`src/hdl/bcmb_pkg.sv`:
```
// ----------------------------------------------------------------------------
// bcmb_pkg: shared types and constants for the blink code and mode buttons
// Holds the item action codes, mode codes, register indexes, reset values
// and the mode LED pattern lookup.
// ----------------------------------------------------------------------------
package bcmb_pkg;

    localparam int TIME_BITS_DEF = 32;
    localparam int CODE_BITS_DEF = 8;

    localparam int NOW_W  = 32;
    localparam int CFG_W  = 16;
    localparam int CODE_W = 8;

    localparam logic [CFG_W-1:0] FAST_TOGGLE_RST = 16'd100;
    localparam logic [CFG_W-1:0] SLOW_TOGGLE_RST = 16'd250;
    localparam logic [CFG_W-1:0] GAP_RST         = 16'd1000;
    localparam logic [CFG_W-1:0] DEBOUNCE_RST    = 16'd50;

    typedef enum logic [1:0] {
        ACT_TICK    = 2'd0,
        ACT_MESSAGE = 2'd1,
        ACT_MODE    = 2'd2
    } t_action;

    typedef enum logic [2:0] {
        MODE_EXPLORE = 3'd0,
        MODE_TRY1    = 3'd1,
        MODE_TRY2    = 3'd2,
        MODE_TRY3    = 3'd3,
        MODE_RUN     = 3'd4
    } t_mode;

    typedef enum logic [1:0] {
        CFG_FAST_TOGGLE = 2'd0,
        CFG_SLOW_TOGGLE = 2'd1,
        CFG_GAP         = 2'd2,
        CFG_DEBOUNCE    = 2'd3
    } t_cfg_reg;

    function automatic logic [2:0] mode_led_pattern(input t_mode mode);
        logic [2:0] leds;
        case (mode)
            MODE_EXPLORE: leds = 3'b000;
            MODE_TRY1:    leds = 3'b001;
            MODE_TRY2:    leds = 3'b010;
            MODE_TRY3:    leds = 3'b100;
            MODE_RUN:     leds = 3'b111;
            default:      leds = 3'b000;
        endcase
        return leds;
    endfunction

endpackage

```
`src/hdl/blink_code_and_mode_buttons.sv`:
```
// ----------------------------------------------------------------------------
// blink_code_and_mode_buttons: status blink code and debounced mode buttons
// Shows a status code as LED blinks and steps a mode from two buttons.
// ----------------------------------------------------------------------------
// Usage:
//   Input channel (i_valid / o_stall) takes one transaction per item: a time
//   tick with the two active-low button levels, a new status message, or a
//   direct mode write. Every item gives exactly one result transaction on the
//   output channel (o_valid / i_stall) with the LED and mode state after it.
//   Configuration writes (i_cfg_valid / o_cfg_ready, always ready) set the
//   toggle periods, the gap and the debounce time; write them while idle.
//   The accepted item is held in the input register, then the state update
//   writes the block state and the result register, which drives o_valid.
//   Throughput: one item per cycle while the receiver does not stall, set by
//   the single state update stage; the state for the next item is ready at
//   the edge that registers the result.
//   Reset (synchronous, active low) empties both registers, clears the mode
//   and message state and loads the default periods.
//   When the receiver stalls, the result is held; the input register still
//   fills, and o_stall rises only when both stages hold a transaction.
// ----------------------------------------------------------------------------
module blink_code_and_mode_buttons #(
    parameter int TIME_BITS = bcmb_pkg::TIME_BITS_DEF,
    parameter int CODE_BITS = bcmb_pkg::CODE_BITS_DEF
) (
    input  logic                       i_clk,
    input  logic                       i_rst_n,
    // input channel
    input  logic                       i_valid,
    output logic                       o_stall,
    input  logic [1:0]                 i_action,
    input  logic [bcmb_pkg::NOW_W-1:0] i_now_ms,
    input  logic                       i_try_button_level,
    input  logic                       i_run_button_level,
    input  logic [bcmb_pkg::CODE_W-1:0] i_message_code,
    input  logic                       i_message_fast,
    input  logic [2:0]                 i_mode_value,
    // output channel
    output logic                       o_valid,
    input  logic                       i_stall,
    output logic                       o_status_led,
    output logic [2:0]                 o_mode_leds,
    output logic [2:0]                 o_mode,
    output logic                       o_in_gap,
    // configuration write channel
    input  logic                       i_cfg_valid,
    output logic                       o_cfg_ready,
    input  logic [1:0]                 i_cfg_index,
    input  logic [bcmb_pkg::CFG_W-1:0] i_cfg_data
);

    localparam int NOW_USED = (TIME_BITS < bcmb_pkg::NOW_W) ? TIME_BITS : bcmb_pkg::NOW_W;

    // configuration
    logic [bcmb_pkg::CFG_W-1:0] r_fast_toggle, r_slow_toggle, r_gap_ms, r_debounce;

    // input register
    logic                         r_in_valid;
    bcmb_pkg::t_action            r_action;
    logic [bcmb_pkg::NOW_W-1:0]   r_now;
    logic                         r_try_lvl, r_run_lvl;
    logic [CODE_BITS-1:0]         r_msg_code;
    logic                         r_msg_fast;
    logic [2:0]                   r_mode_value;

    // block state
    bcmb_pkg::t_mode              r_mode, n_mode;
    logic [CODE_BITS-1:0]         r_code, n_code;
    logic                         r_fast, n_fast;
    logic [CODE_BITS-1:0]         r_blinks, n_blinks;
    logic                         r_led, n_led;
    logic                         r_gap, n_gap;
    logic [TIME_BITS-1:0]         r_last_toggle, n_last_toggle;
    logic                         r_try_prev, n_try_prev;
    logic                         r_run_prev, n_run_prev;
    logic [TIME_BITS-1:0]         r_try_time, n_try_time;
    logic [TIME_BITS-1:0]         r_run_time, n_run_time;

    // result register
    logic                         r_out_valid;
    logic                         r_out_led;
    logic [2:0]                   r_out_mode_leds;
    logic [2:0]                   r_out_mode;
    logic                         r_out_gap;

    logic                         w_out_load, w_in_load, w_fire;
    logic [TIME_BITS-1:0]         w_now, w_el_toggle, w_el_try, w_el_run, w_period;
    logic [CODE_BITS:0]           w_blinks_inc;
    logic                         w_try_press, w_run_press;

    // ---- handshake ----
    assign w_out_load = !r_out_valid || !i_stall;
    assign w_in_load  = !r_in_valid || w_out_load;
    assign w_fire     = r_in_valid && w_out_load;
    assign o_stall    = !w_in_load;
    assign o_cfg_ready = 1'b1;

    // ---- time arithmetic, modulo 2^TIME_BITS ----
    assign w_now       = TIME_BITS'(r_now[NOW_USED-1:0]);
    assign w_el_toggle = w_now - r_last_toggle;
    assign w_el_try    = w_now - r_try_time;
    assign w_el_run    = w_now - r_run_time;
    assign w_period    = TIME_BITS'(r_fast ? r_fast_toggle : r_slow_toggle);
    assign w_blinks_inc = {1'b0, r_blinks} + (CODE_BITS+1)'(1);

    assign w_try_press = !r_try_lvl && r_try_prev && (w_el_try > TIME_BITS'(r_debounce));
    assign w_run_press = !r_run_lvl && r_run_prev && (w_el_run > TIME_BITS'(r_debounce));

    // ---- state update ----
    always_comb begin
        n_mode        = r_mode;
        n_code        = r_code;
        n_fast        = r_fast;
        n_blinks      = r_blinks;
        n_led         = r_led;
        n_gap         = r_gap;
        n_last_toggle = r_last_toggle;
        n_try_prev    = r_try_prev;
        n_run_prev    = r_run_prev;
        n_try_time    = r_try_time;
        n_run_time    = r_run_time;
        case (r_action)
            bcmb_pkg::ACT_TICK: begin
                if (r_code != '0) begin
                    if (r_gap) begin
                        if (w_el_toggle >= TIME_BITS'(r_gap_ms)) begin
                            n_gap         = 1'b0;
                            n_blinks      = '0;
                            n_last_toggle = w_now;
                        end
                    end else if (w_el_toggle >= w_period) begin
                        n_last_toggle = w_now;
                        if (r_led) begin
                            n_led    = 1'b0;
                            n_blinks = w_blinks_inc[CODE_BITS-1:0];
                            if (w_blinks_inc >= {1'b0, r_code}) begin
                                n_gap = 1'b1;
                            end
                        end else begin
                            n_led = 1'b1;
                        end
                    end
                end
                // try step first, run overrides on the same tick
                if (w_try_press) begin
                    n_try_time = w_now;
                    if (r_mode == bcmb_pkg::MODE_EXPLORE || r_mode == bcmb_pkg::MODE_TRY1 ||
                        r_mode == bcmb_pkg::MODE_TRY2) begin
                        n_mode = bcmb_pkg::t_mode'(3'(r_mode + 3'd1));
                    end else begin
                        n_mode = bcmb_pkg::MODE_EXPLORE;
                    end
                end
                n_try_prev = r_try_lvl;
                if (w_run_press) begin
                    n_run_time = w_now;
                    n_mode     = bcmb_pkg::MODE_RUN;
                end
                n_run_prev = r_run_lvl;
            end
            bcmb_pkg::ACT_MESSAGE: begin
                // same code: drop the message entirely
                if (r_msg_code != r_code) begin
                    n_code   = r_msg_code;
                    n_fast   = r_msg_fast;
                    n_blinks = '0;
                    n_led    = 1'b0;
                    n_gap    = 1'b0;
                end
            end
            bcmb_pkg::ACT_MODE: begin
                if (r_mode_value <= 3'(bcmb_pkg::MODE_RUN)) begin
                    n_mode = bcmb_pkg::t_mode'(r_mode_value);
                end
            end
            default: begin
            end
        endcase
    end

    // ---- input register ----
    always_ff @(posedge i_clk) begin
        if (!i_rst_n) begin
            r_in_valid <= 1'b0;
        end else if (w_in_load) begin
            r_in_valid <= i_valid;
        end
    end

    always_ff @(posedge i_clk) begin
        if (w_in_load && i_valid) begin
            r_action     <= bcmb_pkg::t_action'(i_action);
            r_now        <= i_now_ms;
            r_try_lvl    <= i_try_button_level;
            r_run_lvl    <= i_run_button_level;
            r_msg_code   <= i_message_code[CODE_BITS-1:0];
            r_msg_fast   <= i_message_fast;
            r_mode_value <= i_mode_value;
        end
    end

    // ---- configuration registers ----
    always_ff @(posedge i_clk) begin
        if (!i_rst_n) begin
            r_fast_toggle <= bcmb_pkg::FAST_TOGGLE_RST;
            r_slow_toggle <= bcmb_pkg::SLOW_TOGGLE_RST;
            r_gap_ms      <= bcmb_pkg::GAP_RST;
            r_debounce    <= bcmb_pkg::DEBOUNCE_RST;
        end else if (i_cfg_valid && o_cfg_ready) begin
            case (bcmb_pkg::t_cfg_reg'(i_cfg_index))
                bcmb_pkg::CFG_FAST_TOGGLE: r_fast_toggle <= i_cfg_data;
                bcmb_pkg::CFG_SLOW_TOGGLE: r_slow_toggle <= i_cfg_data;
                bcmb_pkg::CFG_GAP:         r_gap_ms      <= i_cfg_data;
                bcmb_pkg::CFG_DEBOUNCE:    r_debounce    <= i_cfg_data;
                default: begin
                end
            endcase
        end
    end

    // ---- block state ----
    always_ff @(posedge i_clk) begin
        if (!i_rst_n) begin
            r_mode        <= bcmb_pkg::MODE_EXPLORE;
            r_code        <= '0;
            r_fast        <= 1'b0;
            r_blinks      <= '0;
            r_led         <= 1'b0;
            r_gap         <= 1'b0;
            r_last_toggle <= '0;
            r_try_prev    <= 1'b1;
            r_run_prev    <= 1'b1;
            r_try_time    <= '0;
            r_run_time    <= '0;
        end else if (w_fire) begin
            r_mode        <= n_mode;
            r_code        <= n_code;
            r_fast        <= n_fast;
            r_blinks      <= n_blinks;
            r_led         <= n_led;
            r_gap         <= n_gap;
            r_last_toggle <= n_last_toggle;
            r_try_prev    <= n_try_prev;
            r_run_prev    <= n_run_prev;
            r_try_time    <= n_try_time;
            r_run_time    <= n_run_time;
        end
    end

    // ---- result register ----
    always_ff @(posedge i_clk) begin
        if (!i_rst_n) begin
            r_out_valid <= 1'b0;
        end else if (w_out_load) begin
            r_out_valid <= r_in_valid;
        end
    end

    always_ff @(posedge i_clk) begin
        if (w_fire) begin
            r_out_led       <= (n_code != '0) && n_led;
            r_out_mode_leds <= bcmb_pkg::mode_led_pattern(n_mode);
            r_out_mode      <= n_mode;
            r_out_gap       <= n_gap;
        end
    end

    assign o_valid      = r_out_valid;
    assign o_status_led = r_out_led;
    assign o_mode_leds  = r_out_mode_leds;
    assign o_mode       = r_out_mode;
    assign o_in_gap     = r_out_gap;

`ifndef NO_ASSERTIONS
    a_mode_range: assert property (@(posedge i_clk) disable iff (!i_rst_n)
        r_mode <= bcmb_pkg::MODE_RUN)
        else $error("mode register out of range");

    a_gap_led_dark: assert property (@(posedge i_clk) disable iff (!i_rst_n)
        r_gap |-> !r_led)
        else $error("LED lit during gap");

    a_blinks_bound: assert property (@(posedge i_clk) disable iff (!i_rst_n)
        r_blinks <= r_code)
        else $error("blink count beyond shown code");

    a_stall_full: assert property (@(posedge i_clk) disable iff (!i_rst_n)
        o_stall |-> (r_in_valid && r_out_valid && i_stall))
        else $error("input stalled with room in the pipeline");

    a_leds_match: assert property (@(posedge i_clk) disable iff (!i_rst_n)
        o_valid |-> (o_mode_leds ==
            bcmb_pkg::mode_led_pattern(bcmb_pkg::t_mode'(o_mode))))
        else $error("mode LEDs do not match mode");
`endif

endmodule

```
`config.mk`:
```
export PLATFORM = sky130hd
export DESIGN_NAME = blink_code_and_mode_buttons
export DESIGN_NICKNAME = d
export VERILOG_FILES = /design/src/hdl/bcmb_pkg.sv /design/src/hdl/blink_code_and_mode_buttons.sv
export SDC_FILE = /design/constraint.sdc
export NUM_CORES = 1
export LEC_CHECK = 0
export BUFFER_PORTS_ARGS = -buffer_cell sky130_fd_sc_hd__buf_2
export CORE_MARGIN = 2
export CORE_UTILIZATION = 65
export DETAILED_ROUTE_END_ITERATION = 8
export PLACE_DENSITY = 0.84
export SETUP_SLACK_MARGIN = 0.4
export SLEW_MARGIN = 20
export SYNTH_ARGS = -nofsm -noshare
export SYNTH_HDL_FRONTEND = slang
export SYNTH_SLANG_ARGS = --single-unit
```
`constraint.sdc`:
```
create_clock -name i_clk -period 9.7 [get_ports i_clk]
set_input_delay 0.485 -clock i_clk [delete_from_list [all_inputs] [get_ports i_clk]]
set_output_delay 0.485 -clock i_clk [all_outputs]
set_load 0.05 [all_outputs]
```
* After elaboration in Yosys (flattened, before gate mapping) *
Cells that the tools add are included.

word-level totals
  flip-flop bits (word level) = 242
  bits of input ports = 71
  output and inout bits = 11

cells by class
  add/subtract/negate cells = 5
  magnitude comparators = 6
  eq/ne operators = 18
  mux-type cells = 33
  reduce and logical (&&, ||, !) cells = 34

operators with widths
  cell                   number
  $mux W32               3
  $sub A32 B32 Y32       3
  $ge A32 B16 Y1         2
  $gt A32 B16 Y1         2
  $mux W8                8
  $mux W16               1
  $pmux W8 S2            1
  $reduce_bool A8 Y1     2
  $mux W1                12
  $mux W3                4
  $pmux W3 S4            1
  $reduce_and A2 Y1      5
  $add A8 B1 Y9 const B  1
  $eq A3 B2 Y1 const B   3
  $ge A9 B8 Y1           1
  $ne A3 B3 Y1 const B   3
  $reduce_and A3 Y1      3
  $ne A8 B8 Y1           1
  $logic_and A1 B1 Y1    7
  $reduce_and A7 Y1      1
  $eq A2 B2 Y1 const B   3
  $eq A3 B1 Y1 const B   2
  $logic_not A1 Y1       6
  $pmux W3 S2            1
  12 further kinds       20

* Logic depth before layout (Yosys ltp) *
  word-level depth = 9
  mapped depth = 25
  gate-level depth less buffers = 24

* Worst setup path after synthesis *
No wires, ideal clock.

  kind = reg-to-reg
  from = register r_now[0] (netlist name)
  to = register r_out_mode_leds[1], in the netlist o_mode_leds[1] (data pin)
  setup time = 0.146 ns
  arrival = 5.212 ns
  required time = 9.554 ns
  slack = 4.342 ns
  cell stages (with the launch flop) = 24
  buffers on the path = 0
  clock period less this slack = 5.358 ns
  cell sequence = edfxtp_1 -> inv_1 -> ha_1 -> inv_1 -> fa_1 -> a211o_1 -> a211oi_1 -> o21ba_2 -> nand2_1 -> a21oi_1 -> xnor2_1 -> ha_1 -> nand4_1 -> or3_1 -> or4_1 -> o21ai_1 -> o2111ai_1 -> a2111oi_0 -> and3_1 -> a41oi_1 -> nand2b_1 -> o221a_2 -> or2_1 -> a21oi_1

between the ends
  longest elaborated chain between the ends = 8
  elaborated cells on any way between the ends = 14
  classes of those cells = add/sub: 2; order compare: 2; eq/ne: 4; mux: 4; reduce/logical: 2

RTL lines
  what                                        RTL line                            text
  start, declared                             blink_code_and_mode_buttons.sv:60   logic [bcmb_pkg::NOW_W-1:0] r_now;
  start signal, assigned                      blink_code_and_mode_buttons.sv:193  r_now <= i_now_ms;
  $sub A32 B32 Y32                            blink_code_and_mode_buttons.sv:101  assign w_el_try = w_now - r_try_time;
  $gt A32 B16 Y1                              blink_code_and_mode_buttons.sv:106  assign w_try_press = !r_try_lvl && r_try_prev && (w_el_try > TIME_BITS'(r_debounce));
  $logic_and A1 B1 Y1                         blink_code_and_mode_buttons.sv:106
  $mux W3                                     blink_code_and_mode_buttons.sv:145  if (w_try_press) begin
  $mux W3 *                                   blink_code_and_mode_buttons.sv:155  if (w_run_press) begin
  $pmux W3 S2 *                               blink_code_and_mode_buttons.sv:122  case (r_action)
  $eq A3 B3 Y1, or another cell as far along  bcmb_pkg.sv:43                      case (mode)
  $pmux W3 S4 *                               bcmb_pkg.sv:43
  end signal, assigned                        blink_code_and_mode_buttons.sv:262  r_out_mode_leds <= bcmb_pkg::mode_led_pattern(n_mode);
  end, declared                               blink_code_and_mode_buttons.sv:82   logic [2:0] r_out_mode_leds;

Mark *: on every way between the ends. The rest lies on a longest branch, timed or not.
A chain may end at the register's enable or synchronous reset.

* Worst setup path after layout *
  from = register r_now[0] (netlist name)
  to = register r_run_time[6]

between the ends
  longest elaborated chain between the ends = 4

RTL lines
  what                                RTL line                            text
  $sub A32 B32 Y32                    blink_code_and_mode_buttons.sv:102  assign w_el_run = w_now - r_run_time;
  $gt A32 B16 Y1                      blink_code_and_mode_buttons.sv:107  assign w_run_press = !r_run_lvl && r_run_prev && (w_el_run > TIME_BITS'(r_debounce));
  $logic_and A1 B1 Y1                 blink_code_and_mode_buttons.sv:107
  $reduce_and A3 Y1 (no source line)  --
  end signal, assigned                blink_code_and_mode_buttons.sv:246  r_run_time <= n_run_time;
  end, declared                       blink_code_and_mode_buttons.sv:77   logic [TIME_BITS-1:0] r_run_time, n_run_time;

Every way passes these cells.

==> results by group <==
Route
  – Post-route ant nets: 0
  – Vias: 14900
  – DRC Markers: 0
  – Final Routed Wirelength: 43600 um
  – Vias per Instance: 6.15
  – WL/cell: 18.0 um
  – DRT iter0 DRCs: 1169
  – Drt pass-1 iters: 6

Worst setup path
  – Reg2reg end: r_run_time[6]
  – R2r setup slk: 3010 ps
  – Critical Path Start Type: flop
  – Critical Path RT: 10130 ps
  – Data arrival time of the worst path: 7120 ps
  – Worst reg2reg startpoint: r_now[0]
  – Setup CP Type: reg2reg
  – Reg2reg path depth: 22
  – Crit end category: flop
  – Worst-path fanout max: 34

Yosys
  – Seq/Total Area, Yosys: 31.7%
  – Avg Inst Size Synth: 8.36 sq um
  – Cell taking the most area after synthesis: dfxtp_1
  – Mapped Area: 17000 sq um
  – Synth Area in Compound Gates: 20.0%
  – Number of synthesized flops with an enable pin: 56
  – Post-Synth Simple-Gate Area: 19.1%
  – Post-synthesis xor/xnor area fraction: 3.85%
  – Mapped Cells: 2038
  – Ranking of synthesized cells by area: dfxtp_1 (22%), ha_1 (12%), edfxtp_1 (9.9%), mux2i_1 (5.9%), nand2_1 (5.4%)
  – Syn nets: 2280
  – Synth warn: 0
  – Yosys cell types: 85
  – Post-synthesis mux area share: 6.33%
  – Largest family of logic cells by synthesized area: compound AO/OA/AOI/OAI gates
  – Top FF cell, synth: dfxtp_1
  – Post-synth ARST share: 0%
  – Adder-cell share of the synthesized area: 12.7%
  – Synth Register Bits: 242
  – Yosys top cell area share: 21.8%

Cells and area
  – Most frequent cells in the layout: nand2_1 (243), dfxtp_1 (186), ha_1 (168)
  – Final Net Count: 2306
  – Area grow syn2layout: 7.44%
  – Layout cells sized above 1: 7.87%
  – Antenna fix cells: 0
  – Most common cell after layout, fill and taps aside: nand2_1

Clocking
  – # Post-CTS Setup Buffers: 0
  – Clock tree from TritonCTS: done
  – Clock Latency Late Sink: 550 ps
  – CTS resizes: 0
  – Max Root-Sink Buffers: 3
  – Clk sinks: 242
  – CTS root buf: clkbuf_16
  – CTS Hold Bufs: 0
  – CTS H-tree lvls: 1
  – CTS buffer count: 26
  – Clk slew on worst S/H paths: 70 ps

STA
  – FMAX: 150 MHz
  – Final hold violation count: 0
  – Fin crit share: 69.0%
  – Slew headroom: 26.9%
  – Fin. max-slew vios: 0
  – Unrepaired setup endpoints after global routing: no
  – Setup_tns: 0 ps
  – Slew of the pin with the lowest slew margin: 1100 ps
  – Setup Skew: 27.4 ps
  – Fin crit period: 6690 ps
  – Setup Viol. Count Final: 0

Job
  – Max_cap viols: 0

Hold path
  – Worst hold stages: 1
  – Hold_sp: i_message_code[3]
  – Hold endpoint: r_msg_code[3]
  – HP Class: in2reg

Global route
  – Largest net degree at the start of global routing: 132
  – Vias in the first global route: 14300
  – Total global routing overflow: 0
  – Antenna violations before repair: 0
  – First-pass GRT wire length: 71200 um
  – GRT Overall Usage: 30.9%

Die
  – IO Count: 82
  – DIE WIDTH: 166 um
  – Die height: 166 um
  – Core ar.: 25900 sq um
  – Die area: 27500 sq um
  – Effective utilization at floorplan: 65.8%
  – Rows: 59

Power and ir drop
  – Max VDD drop: 0.150 mV
  – Post-layout total power: 2.59 mW
  – Leakage: 7.58 nW
  – Power Density: 141 nW/um^2

Placed design
  – Gpl congestion: 0.917
  – Post-DP HPWL: 33200 um
  – Port buffer count: 80

Run status
  – Outcome: finished, final reports clean
power breakdown:
part	leakage (nW)	total [mW]	internal (mW)	switching, mW
Clock	0.416	0.966	0.549	0.416
Combinational	5.11	0.523	0.211	0.313
Sequential	2.05	1.10	1.07	0.0348
state kept, by name, summed over array words and instances, names as in the netlist, 2 cells and up:
signal,cells
r_action,2
r_blinks,8
r_mode,3
r_code,8
r_mode_value,3
r_debounce,16
r_fast_toggle,16
r_now,32
o_mode_leds,3
r_run_time,32
o_mode,3
r_slow_toggle,16
r_gap_ms,16
r_last_toggle,32
r_msg_code,8
r_try_time,32
critical path, cell delays in order (launching register included):
cell	delay, ps
edfxtp_1	400
inv_1	150
ha_1	190
inv_1	60
fa_1	430
a211o_1	300
a211oi_1	500
o21ba_2	250
nand2_1	60
a21oi_1	180
xnor2_1	90
ha_1	330
nand4_1	110
or3_1	420
or4_1	550
o21ai_1	180
o2111ai_1	150
a2111oi_0	360
and3_1	210
a41oi_1	360
nand3_2	900
mux2i_1	310
nor2b_1	80
kinds of logic (layout without fill, tap and decap cells):
| kind of cell | count (synthesis) | in the layout |
|---|---|---|
| and+or+nand+nor | 671 | 671 |
| AOI/OAI and AO/OA | 516 | 516 |
| buffers and inverters | 255 | 300 |
| DFF | 242 | 242 |
| adders and majority gates | 171 | 171 |
| muxes | 107 | 107 |
| xor gates and xnor gates | 75 | 75 |
| other | 1 | 1 |
cell type report:
class,instances,area [sq um]
multi-input combinational,1541,10600
clock buffer,32,713
inverter,167,627
tap,335,419
sequential,242,5410
clock inverter,15,116
timing repair buffer,86,448
fill,2022,7600
worst max path at each step:
| stage | startpoint | end | slack, ps | depth (start not counted) |
|---|---|---|---|---|
| detailed placement | r_now[0] | r_run_time[6] | 3130 | 22 |
| global placement | r_now[0] | r_run_time[1] | 3440 | 22 |
| CTS | r_now[0] | r_run_time[6] | 3100 | 22 |
| floorplan | r_now[0] | o_mode_leds[1] | 4340 | 23 |
| global route | r_now[0] | r_run_time[18] | 2640 | 22 |
| finish | r_now[0] | r_run_time[6] | 3010 | 22 |
per-stage QoR:
stage | cell area, sq um | instances | util [%] | hold WS [ps] | setup WS (ps)
floorplan | 17000 | 2038 | - | 440 | 4340
finish | 18300 | 2418 | 70.7 | 108 | 3010
global placement | 17500 | 2371 | 67.5 | 450 | 3440
CTS | 18300 | 2418 | 70.7 | 99.6 | 3100
global route | 18300 | 2418 | 70.7 | 99.2 | 2640
detailed placement | 17500 | 2371 | 67.5 | 459 | 3130
cells in the mapped netlist, drive strengths merged, types with 13 or more instances:
cell type / instances
o21a: 19
o211ai: 22
a211oi: 16
o21bai: 16
a21boi: 54
o21ai: 84
nor2b: 114
nand4: 29
nand3: 48
and2: 13
xnor2: 48
buf: 23
a21oi: 160
inv: 166
clkbuf: 65
nor3: 24
nand2b: 24
nor2: 119
xor2: 27
dfxtp: 186
ha: 168
a21o: 56
nand2: 243
and3: 14
edfxtp: 56
mux2i: 101
layer usage:
metal / global-route usage (%) / wire, um / up-vias
met1: 41.1 / 19000 / 7052
met5: 0 / 0 / -
li1: - / - / 7210
met3: 4.00 / 2580 / 103
met2: 52.1 / 20700 / 502
met4: 10.4 / 1350 / 0
(Power assumes the default switching activity.)
